**config.mk**
```make
export PLATFORM = sky130hd
export DESIGN_NAME = color_blob_centroid_detector_top
export DESIGN_NICKNAME = d
export VERILOG_FILES = /design/src/sv/cbcd_pkg.sv /design/src/sv/cbcd_ctrl.sv /design/src/sv/cbcd_dp.sv /design/src/sv/color_blob_centroid_detector_top.sv
export SDC_FILE = /design/constraint.sdc
export NUM_CORES = 1
export LEC_CHECK = 0
export BUFFER_PORTS_ARGS = -buffer_cell sky130_fd_sc_hd__buf_4
export CAP_MARGIN = 0
export CORE_ASPECT_RATIO = 0.8
export CORE_UTILIZATION = 62
export CTS_CLUSTER_DIAMETER = 30
export DETAILED_ROUTE_END_ITERATION = 16
export GPL_TIMING_DRIVEN = 0
export PLACE_DENSITY_LB_ADDON = 0.15
export SYNTH_ARGS = -nofsm -noshare
export SYNTH_HDL_FRONTEND = slang
export SYNTH_SLANG_ARGS = --single-unit
export TNS_END_PERCENT = 1
```
**constraint.sdc**
```tcl
create_clock -name clk -period 5.6 [get_ports clk]
set_input_delay 1.12 -clock clk [delete_from_list [all_inputs] [get_ports clk]]
set_output_delay 1.12 -clock clk [all_outputs]
set_load 0.005 [all_outputs]
```
**src/sv/cbcd_pkg.sv**
```systemverilog
// shared types, constants and the color test for the blob centroid detector
// no dependencies
package cbcd_pkg;

  localparam int unsigned MAX_DIM   = 1024;
  localparam int unsigned MIN_HITS  = 5;

  localparam int unsigned PIX_W     = 16;
  localparam int unsigned COORD_W   = 10;
  localparam int unsigned DIM_W     = 11;
  localparam int unsigned SUM_W     = 28;
  localparam int unsigned CNT_W     = 19;
  localparam int unsigned REM_W     = CNT_W + 1;
  localparam int unsigned DIV_STEPS = SUM_W;
  localparam int unsigned STEP_W    = $clog2(DIV_STEPS);

  localparam int unsigned CFG_IDX_W = 2;

  localparam logic [CFG_IDX_W-1:0] REG_FRAME_WIDTH  = 2'd0;
  localparam logic [CFG_IDX_W-1:0] REG_FRAME_HEIGHT = 2'd1;

  localparam logic [DIM_W-1:0] FRAME_WIDTH_RST  = 11'd320;
  localparam logic [DIM_W-1:0] FRAME_HEIGHT_RST = 11'd240;

  localparam logic [SUM_W-1:0] SUM_MAX   = {SUM_W{1'b1}};
  localparam logic [CNT_W-1:0] COUNT_MAX = {CNT_W{1'b1}};

  localparam logic [7:0] R_MIN    = 8'd150;
  localparam logic [7:0] G_MIN    = 8'd120;
  localparam logic [7:0] B_MAX    = 8'd100;
  localparam logic [8:0] RB_GAP   = 9'd50;
  localparam logic [8:0] GB_GAP   = 9'd40;

  // controller to datapath
  typedef struct packed {
    logic accept;
    logic div_step;
    logic load_out;
  } cbcd_cmd_t;

  function automatic logic is_yellow(input logic [PIX_W-1:0] pix);
    logic [4:0] r5;
    logic [5:0] g6;
    logic [4:0] b5;
    logic [7:0] r;
    logic [7:0] g;
    logic [7:0] b;
    r5 = pix[15:11];
    g6 = pix[10:5];
    b5 = pix[4:0];
    r  = {r5, r5[4:2]};
    g  = {g6, g6[5:4]};
    b  = {b5, b5[4:2]};
    return (r > R_MIN) && (g > G_MIN) && (b < B_MAX) &&
           ({1'b0, r} > ({1'b0, b} + RB_GAP)) &&
           ({1'b0, g} > ({1'b0, b} + GB_GAP));
  endfunction

endpackage

```
**src/sv/cbcd_ctrl.sv**
```systemverilog
// controller: handshakes, frame-end sequencing and divider step count
// depends on cbcd_pkg
module cbcd_ctrl (
  input  logic                 clk,
  input  logic                 rst_n,
  input  logic                 in_valid,
  input  logic                 in_frame_last,
  output logic                 in_stall,
  output logic                 out_valid,
  input  logic                 out_stall,
  output cbcd_pkg::cbcd_cmd_t  cmd
);

  typedef enum logic [2:0] {
    ST_RUN  = 3'b001,
    ST_DIV  = 3'b010,
    ST_DONE = 3'b100
  } state_t;

  state_t                        state_r, state_nxt;
  logic [cbcd_pkg::STEP_W-1:0]   step_r, step_nxt;
  logic                          out_valid_r, out_valid_nxt;
  logic                          out_free;

  assign out_free  = !out_valid_r || !out_stall;
  assign in_stall  = (state_r != ST_RUN);
  assign out_valid = out_valid_r;

  always_comb begin
    state_nxt     = state_r;
    step_nxt      = step_r;
    out_valid_nxt = out_valid_r && out_stall;
    cmd           = '0;
    case (state_r)
      ST_RUN: begin
        cmd.accept = in_valid;
        if (in_valid && in_frame_last) begin
          state_nxt = ST_DIV;
          step_nxt  = '0;
        end
      end
      ST_DIV: begin
        cmd.div_step = 1'b1;
        step_nxt     = step_r + cbcd_pkg::STEP_W'(1);
        if (step_r == cbcd_pkg::STEP_W'(cbcd_pkg::DIV_STEPS - 1)) begin
          state_nxt = ST_DONE;
        end
      end
      ST_DONE: begin
        if (out_free) begin
          cmd.load_out  = 1'b1;
          out_valid_nxt = 1'b1;
          state_nxt     = ST_RUN;
        end
      end
      default: begin
        state_nxt = ST_RUN;
      end
    endcase
  end

  always_ff @(posedge clk) begin
    if (!rst_n) begin
      state_r     <= ST_RUN;
      step_r      <= '0;
      out_valid_r <= 1'b0;
    end else begin
      state_r     <= state_nxt;
      step_r      <= step_nxt;
      out_valid_r <= out_valid_nxt;
    end
  end

endmodule

```
**src/sv/cbcd_dp.sv**
```systemverilog
// datapath: config registers, hit accumulators, bit-serial dividers, result register
// depends on cbcd_pkg
module cbcd_dp (
  input  logic                              clk,
  input  logic                              rst_n,
  input  cbcd_pkg::cbcd_cmd_t               cmd,
  input  logic                              cfg_we,
  input  logic [cbcd_pkg::CFG_IDX_W-1:0]    cfg_index,
  input  logic [cbcd_pkg::DIM_W-1:0]        cfg_wdata,
  input  logic [cbcd_pkg::PIX_W-1:0]        in_pixel_rgb565,
  input  logic [cbcd_pkg::COORD_W-1:0]      in_pixel_col,
  input  logic [cbcd_pkg::COORD_W-1:0]      in_pixel_row,
  input  logic                              in_frame_last,
  output logic                              out_found,
  output logic [cbcd_pkg::COORD_W-1:0]      out_centroid_col,
  output logic [cbcd_pkg::COORD_W-1:0]      out_centroid_row,
  output logic signed [cbcd_pkg::DIM_W-1:0] out_offset_col,
  output logic signed [cbcd_pkg::DIM_W-1:0] out_offset_row
);

  localparam int unsigned SUM_W   = cbcd_pkg::SUM_W;
  localparam int unsigned CNT_W   = cbcd_pkg::CNT_W;
  localparam int unsigned REM_W   = cbcd_pkg::REM_W;
  localparam int unsigned COORD_W = cbcd_pkg::COORD_W;
  localparam int unsigned DIM_W   = cbcd_pkg::DIM_W;

  logic [DIM_W-1:0]   frame_width_r, frame_height_r;
  logic [SUM_W-1:0]   col_sum_r, col_sum_nxt;
  logic [SUM_W-1:0]   row_sum_r, row_sum_nxt;
  logic [CNT_W-1:0]   hit_total_r, hit_total_nxt;
  logic [SUM_W-1:0]   col_quo_r, row_quo_r;
  logic [REM_W-1:0]   col_rem_r, row_rem_r;
  logic [CNT_W-1:0]   divisor_r;
  logic               found_r;
  logic               res_found_r;
  logic [COORD_W-1:0] cx_r, cy_r;
  logic signed [DIM_W-1:0] ox_r, oy_r;

  logic               hit;
  logic [SUM_W:0]     col_add, row_add;
  logic [CNT_W:0]     cnt_add;
  logic [SUM_W-1:0]   col_sum_upd, row_sum_upd;
  logic [CNT_W-1:0]   hit_total_upd;
  logic [REM_W-1:0]   col_trial, row_trial;
  logic               col_ge, row_ge;
  logic [COORD_W-1:0] cx, cy;
  logic [DIM_W-1:0]   hx, hy;

  // pixel test and saturating accumulation
  always_comb begin
    hit = !in_pixel_col[0] && !in_pixel_row[0] &&
          (32'(in_pixel_col) < 32'(cbcd_pkg::MAX_DIM)) &&
          (32'(in_pixel_row) < 32'(cbcd_pkg::MAX_DIM)) &&
          cbcd_pkg::is_yellow(in_pixel_rgb565);
    col_add = {1'b0, col_sum_r} + (SUM_W+1)'(in_pixel_col);
    row_add = {1'b0, row_sum_r} + (SUM_W+1)'(in_pixel_row);
    cnt_add = {1'b0, hit_total_r} + (CNT_W+1)'(1);
    col_sum_upd   = col_add[SUM_W] ? cbcd_pkg::SUM_MAX : col_add[SUM_W-1:0];
    row_sum_upd   = row_add[SUM_W] ? cbcd_pkg::SUM_MAX : row_add[SUM_W-1:0];
    hit_total_upd = cnt_add[CNT_W] ? cbcd_pkg::COUNT_MAX : cnt_add[CNT_W-1:0];
    if (!hit) begin
      col_sum_upd   = col_sum_r;
      row_sum_upd   = row_sum_r;
      hit_total_upd = hit_total_r;
    end
    col_sum_nxt   = col_sum_r;
    row_sum_nxt   = row_sum_r;
    hit_total_nxt = hit_total_r;
    if (cmd.accept) begin
      if (in_frame_last) begin
        col_sum_nxt   = '0;
        row_sum_nxt   = '0;
        hit_total_nxt = '0;
      end else begin
        col_sum_nxt   = col_sum_upd;
        row_sum_nxt   = row_sum_upd;
        hit_total_nxt = hit_total_upd;
      end
    end
  end

  // one restoring division step per cycle on each axis
  always_comb begin
    col_trial = {col_rem_r[REM_W-2:0], col_quo_r[SUM_W-1]};
    row_trial = {row_rem_r[REM_W-2:0], row_quo_r[SUM_W-1]};
    col_ge    = col_trial >= {1'b0, divisor_r};
    row_ge    = row_trial >= {1'b0, divisor_r};
  end

  // result fields
  always_comb begin
    cx = col_quo_r[COORD_W-1:0];
    cy = row_quo_r[COORD_W-1:0];
    hx = {1'b0, frame_width_r[DIM_W-1:1]};
    hy = {1'b0, frame_height_r[DIM_W-1:1]};
  end

  always_ff @(posedge clk) begin
    if (!rst_n) begin
      frame_width_r  <= cbcd_pkg::FRAME_WIDTH_RST;
      frame_height_r <= cbcd_pkg::FRAME_HEIGHT_RST;
      col_sum_r      <= '0;
      row_sum_r      <= '0;
      hit_total_r    <= '0;
    end else begin
      if (cfg_we && (cfg_index == cbcd_pkg::REG_FRAME_WIDTH)) begin
        frame_width_r <= cfg_wdata;
      end
      if (cfg_we && (cfg_index == cbcd_pkg::REG_FRAME_HEIGHT)) begin
        frame_height_r <= cfg_wdata;
      end
      col_sum_r   <= col_sum_nxt;
      row_sum_r   <= row_sum_nxt;
      hit_total_r <= hit_total_nxt;
    end
  end

  always_ff @(posedge clk) begin
    if (cmd.accept && in_frame_last) begin
      col_quo_r <= col_sum_upd;
      row_quo_r <= row_sum_upd;
      col_rem_r <= '0;
      row_rem_r <= '0;
      divisor_r <= hit_total_upd;
      found_r   <= hit_total_upd > CNT_W'(cbcd_pkg::MIN_HITS);
    end else if (cmd.div_step) begin
      col_quo_r <= {col_quo_r[SUM_W-2:0], col_ge};
      row_quo_r <= {row_quo_r[SUM_W-2:0], row_ge};
      col_rem_r <= col_ge ? (col_trial - {1'b0, divisor_r}) : col_trial;
      row_rem_r <= row_ge ? (row_trial - {1'b0, divisor_r}) : row_trial;
    end
    if (cmd.load_out) begin
      if (found_r) begin
        cx_r <= cx;
        cy_r <= cy;
        ox_r <= signed'({1'b0, cx} - hx);
        oy_r <= signed'(hy - {1'b0, cy});
      end else begin
        cx_r <= '0;
        cy_r <= '0;
        ox_r <= '0;
        oy_r <= '0;
      end
      res_found_r <= found_r;
    end
  end

  assign out_found        = res_found_r;
  assign out_centroid_col = cx_r;
  assign out_centroid_row = cy_r;
  assign out_offset_col   = ox_r;
  assign out_offset_row   = oy_r;

endmodule

```
**src/sv/color_blob_centroid_detector_top.sv**
```systemverilog
// top level of the color blob centroid detector
// depends on cbcd_pkg, cbcd_ctrl and cbcd_dp
//
// usage: pixels arrive on the in_ channel (valid/stall), one request per
// pixel with its rgb565 color, column, row and a frame_last marker. pixels
// with even column and row that pass the fixed yellow test are summed.
// on the frame_last request one result leaves on the out_ channel: found,
// mean column and row, and offsets from the frame center (row axis up).
// with five hits or fewer, every result field is zero.
// throughput: one pixel per cycle within a frame. after frame_last the
// input stalls while the bit-serial dividers run (one quotient bit per
// cycle, the quotient as wide as the 28-bit sums) and until the result
// register is free and loaded; the result register and out_valid load together.
// a stalled result holds in its register; the next frame may stream in
// meanwhile, and only its own frame end waits for the register to free.
// reset (rst_n low, synchronous) clears sums, count and handshake state and
// sets frame_width to 320, frame_height to 240. cfg writes take effect at
// the next edge; the user makes them only while idle (not enforced here).
module color_blob_centroid_detector_top (
  input  logic                              clk,
  input  logic                              rst_n,
  input  logic                              cfg_we,
  input  logic [cbcd_pkg::CFG_IDX_W-1:0]    cfg_index,
  input  logic [cbcd_pkg::DIM_W-1:0]        cfg_wdata,
  input  logic                              in_valid,
  output logic                              in_stall,
  input  logic [cbcd_pkg::PIX_W-1:0]        in_pixel_rgb565,
  input  logic [cbcd_pkg::COORD_W-1:0]      in_pixel_col,
  input  logic [cbcd_pkg::COORD_W-1:0]      in_pixel_row,
  input  logic                              in_frame_last,
  output logic                              out_valid,
  input  logic                              out_stall,
  output logic                              out_found,
  output logic [cbcd_pkg::COORD_W-1:0]      out_centroid_col,
  output logic [cbcd_pkg::COORD_W-1:0]      out_centroid_row,
  output logic signed [cbcd_pkg::DIM_W-1:0] out_offset_col,
  output logic signed [cbcd_pkg::DIM_W-1:0] out_offset_row
);

  cbcd_pkg::cbcd_cmd_t cmd;

  cbcd_ctrl u_ctrl (
    .clk           (clk),
    .rst_n         (rst_n),
    .in_valid      (in_valid),
    .in_frame_last (in_frame_last),
    .in_stall      (in_stall),
    .out_valid     (out_valid),
    .out_stall     (out_stall),
    .cmd           (cmd)
  );

  cbcd_dp u_dp (
    .clk              (clk),
    .rst_n            (rst_n),
    .cmd              (cmd),
    .cfg_we           (cfg_we),
    .cfg_index        (cfg_index),
    .cfg_wdata        (cfg_wdata),
    .in_pixel_rgb565  (in_pixel_rgb565),
    .in_pixel_col     (in_pixel_col),
    .in_pixel_row     (in_pixel_row),
    .in_frame_last    (in_frame_last),
    .out_found        (out_found),
    .out_centroid_col (out_centroid_col),
    .out_centroid_row (out_centroid_row),
    .out_offset_col   (out_offset_col),
    .out_offset_row   (out_offset_row)
  );

endmodule
```
==> results.md <==
- Max-slew violations: 0
- #FFs+latches synth: 261
- Setup bufs post-CTS: 0
- Clock Sinks: 261
- Top post-synthesis cells by area: edfxtp_1 (22%), dfxtp_1 (18%), ha_1 (7.8%)
- Max Clk Rate: 187.5 MHz
- Crit path required time: 5880 ps
- Sequential element share of the synthesized area: 0.4021
- R2R Path Start: u_dp.col_sum_r[10]
- Area Growth Syn to Fin: 16.74%
- Slowest stage delay, CP: 470 ps
- Slowest cell on crit path: o211ai_1
- Avg Inst Size Synth: 8.995 um2
- Vias in the first global route: 13716
- Initial antenna violation count: 0
- Drt wl/cell: 20.25 um
- First-pass iteration count of the detailed router: 6
- GRT overflow: 0
- Hold Slack: 467.2 ps
- Vias per cell: 6.427
- Setup Skew: 34.50 ps
- Boundary Pins: 100
- Top-count cell post-synth: nand2_1
- Yosys top cell area share: 0.2239
- R2R depth: 12
- Final Hold Fails: 0
- Mapped Area: 15960 um2
- Initial DRC count: 1740
- Crit path max fanout: 10
- Pre-CTS WS: -28.65 ps
- Antenna Nets Post-Route: 0
- Reg-to-reg endpoint: u_dp.col_quo_r[27]
- Skew-Pair Late Insertion Delay: 560 ps
- Max Root-Sink Buffers: 3
- Placed cell areas: 17150 um2
- Post-synth EDFFs: 119
- IO Port Bufs: 98
- Peak supply drop: 0.3039 mV
- Critical path cell sequence: buf_4 > clkbuf_1 > inv_1 > ha_1 > a21oi_1 > a21oi_1 > xnor2_1 > ha_1 > o22ai_1 > nor4_4 > nand3_2 > nor4_4 > buf_2 > buf_2 > o211ai_1 > clkbuf_1 > nand2_1 > mux2i_1 > o21ai_1
- Via count: 14679
- Routability-driven placement congestion ratio: 0.9794
- Top delay family on crit path: buffers and inverters
- Bufs and invs on worst path: 6
- Post-route setup slack: 266.5 ps
- Worst Setup End Kind: flop
- Main flop type after synthesis: dfxtp_1
- Worst setup path class: in -> reg
- Core area: 25310 um2
- Synth cell types: 90
- First-pass GRT wire length: 72810 um
- Crit path launch type: input port
- Synthesized Nets: 1935
- Fin crit share: 0.9524
- Row count: 52
- Final instance area: 18630 um2
- Synth top cells by count: nand2_1 (163), dfxtp_1 (142), o21ai_0 (131)
- Worst slew pin tran: 1219 ps
- Die width: 181.4 um
- Max-Cap Viols: 0
- RSZ-0062 raised after global routing: no
- Ys async rst share: 0
- TritonCTS clock tree: built
- Die area: 26390 um2
- Ys Warns: 0
- Num CTS Buffers: 46
- Final worst path period need: 5334 ps
- Number of setup violations in the final report: 0
- Status: complete, no violations
- LEAKAGE: 7.415 nW
- Largest area contributor in the netlist: edfxtp_1
- Clk root buf: clkbuf_16
- DPL Wire Length: 33550 um
- Hold_buf cts: 0
- Reg-to-reg slack, setup: 1240 ps
- Die Ht: 145.5 um
- Hold crit path type: reg -> reg
- Post-CTS sizing: 0
- Share of cells above drive strength 1: 0.1219
- Clock transition at the registers of the reported paths: 50 ps
- Initial Util: 0.6305
- Slew headroom: 0.1853
- WL final: 46260 um
- WP depth: 19
- Pwr Density: 276.9 nW/um2
- Fin nets: 2083
- Largest net degree at the start of global routing: 39
- Crit. Startpoint: in_pixel_rgb565[1]
- Drt drc: 0
- Critical path arrival: 5620 ps
- Worst Setup EP: u_dp.col_quo_r[27]
- # H-tree levels: 2
- ANT cells: 0
- Syn Inst Count: 1774
- Total GRT Usage: 0.3489
-- power breakdown --
| group | switching [mW] | internal [mW] | total (mW) |
|---|---|---|---|
| clock | 1.02 | 1.61 | 2.63 |
| sequential | 0.0213 | 2.04 | 2.06 |
| combinational | 0.297 | 0.165 | 0.462 |
-- tightest hold or removal path, cell delays in order (launching register included) --
cell and delay [ps]:
dfxtp_1 300, nand2_1 50, a21boi_0 60
-- cells in the final DEF (no fill, tap or decap), types with 8 or more instances in the layout --
| cell type | count |
|---|---|
| ha_1 | 100 |
| xor2_1 | 28 |
| and2_1 | 41 |
| nand4_1 | 17 |
| dfxtp_1 | 142 |
| or2_2 | 9 |
| nand3_1 | 70 |
| o21ai_1 | 10 |
| o21a_1 | 15 |
| and3_1 | 27 |
| or3_1 | 9 |
| xnor2_1 | 49 |
| nand2_1 | 163 |
| a211oi_1 | 14 |
| nor2b_1 | 46 |
| clkinvlp_4 | 8 |
| nor3_1 | 31 |
| a22oi_1 | 17 |
| a21o_1 | 18 |
| o21ai_0 | 131 |
| mux2i_1 | 29 |
| a21oi_1 | 115 |
| a31oi_1 | 57 |
| clkbuf_1 | 74 |
| nor2_1 | 106 |
| nor4_1 | 9 |
| a311oi_1 | 8 |
| buf_4 | 98 |
| edfxtp_1 | 119 |
| inv_1 | 102 |
| buf_2 | 10 |
| o31ai_1 | 13 |
| a22o_1 | 9 |
| a21boi_0 | 13 |
| o21bai_1 | 11 |
| o221a_2 | 12 |
| nand2b_1 | 19 |
| and3b_1 | 12 |
| clkbuf_16 | 47 |
-- metal layers --
layer | global-route usage | vias to the layer above | wire, um
li1 | - | 6820 | -
met1 | 0.4918 | 6872 | 19860
met2 | 0.5215 | 849 | 19690
met3 | 0.07332 | 138 | 4978
met4 | 0.1449 | 0 | 1732
met5 | 0 | - | 0
-- flip-flops by register name, indices dropped and copies added, names as in the netlist --
name and count:
u_dp.frame_height_r 10, u_dp.found_r 1, u_dp.out_offset_col 11, u_dp.out_found 1, u_dp.hit_total_r 19, u_ctrl.state_r 3, u_dp.frame_width_r 10, u_dp.col_quo_r 28
u_dp.out_offset_row 11, u_dp.col_rem_r 19, u_dp.col_sum_r 28, u_ctrl.step_r 5, u_dp.row_quo_r 28, u_dp.divisor_r 19, u_ctrl.out_valid 1, u_dp.out_centroid_row 10
u_dp.row_rem_r 19, u_dp.row_sum_r 28, u_dp.out_centroid_col 10
-- per-stage QoR --
step	instances	utilization	total power, mW	TNS, ps
after detailed placement	2198	0.6776	2.547	-28.65
after global placement	2196	0.6755	2.534	0
after CTS	2284	0.7360	5.156	0
after floorplan	1774	-	2.378	0
final	2284	0.7360	5.157	0
after global routing	2284	0.7360	5.294	0
-- worst min-delay path by stage --
stage                                       start                       to  slack (ps)  depth (start not counted)
after floorplan                 u_dp.col_rem_r[9]        u_dp.col_rem_r[9]         440                          2
after global placement    u_dp.frame_height_r[10]  u_dp.frame_height_r[10]         460                          2
after detailed placement   u_dp.frame_height_r[1]   u_dp.frame_height_r[1]         460                          2
after CTS                  u_dp.frame_height_r[1]   u_dp.frame_height_r[1]         470                          2
after global routing       u_dp.frame_height_r[1]   u_dp.frame_height_r[1]         500                          2
final                      u_dp.frame_height_r[1]   u_dp.frame_height_r[1]         470                          2
-- kinds of logic (layout without fill, tap and decap cells) --
| family | Yosys count | in the layout | share of synthesized area |
|---|---|---|---|
| mux | 36 | 36 | 0.02337 |
| flops | 261 | 261 | 0.4021 |
| compound gates | 513 | 513 | 0.2088 |
| xor+xnor | 77 | 77 | 0.04226 |
| simple gates | 595 | 595 | 0.1930 |
| fa+ha+maj | 106 | 106 | 0.08594 |
| buf+inv | 186 | 372 | 0.04454 |
-- layout make-up --
type	instances	area (um2)
multi-input combinational	1327	8841
fill	1865	6681
sequential	261	6416
clock buffer	56	1250
timing repair buffer	100	775.7
tap	324	405.4
inverter	104	390.4
buffer	82	321.6
clock inverter	30	227.7
(Power assumes the default switching activity.)
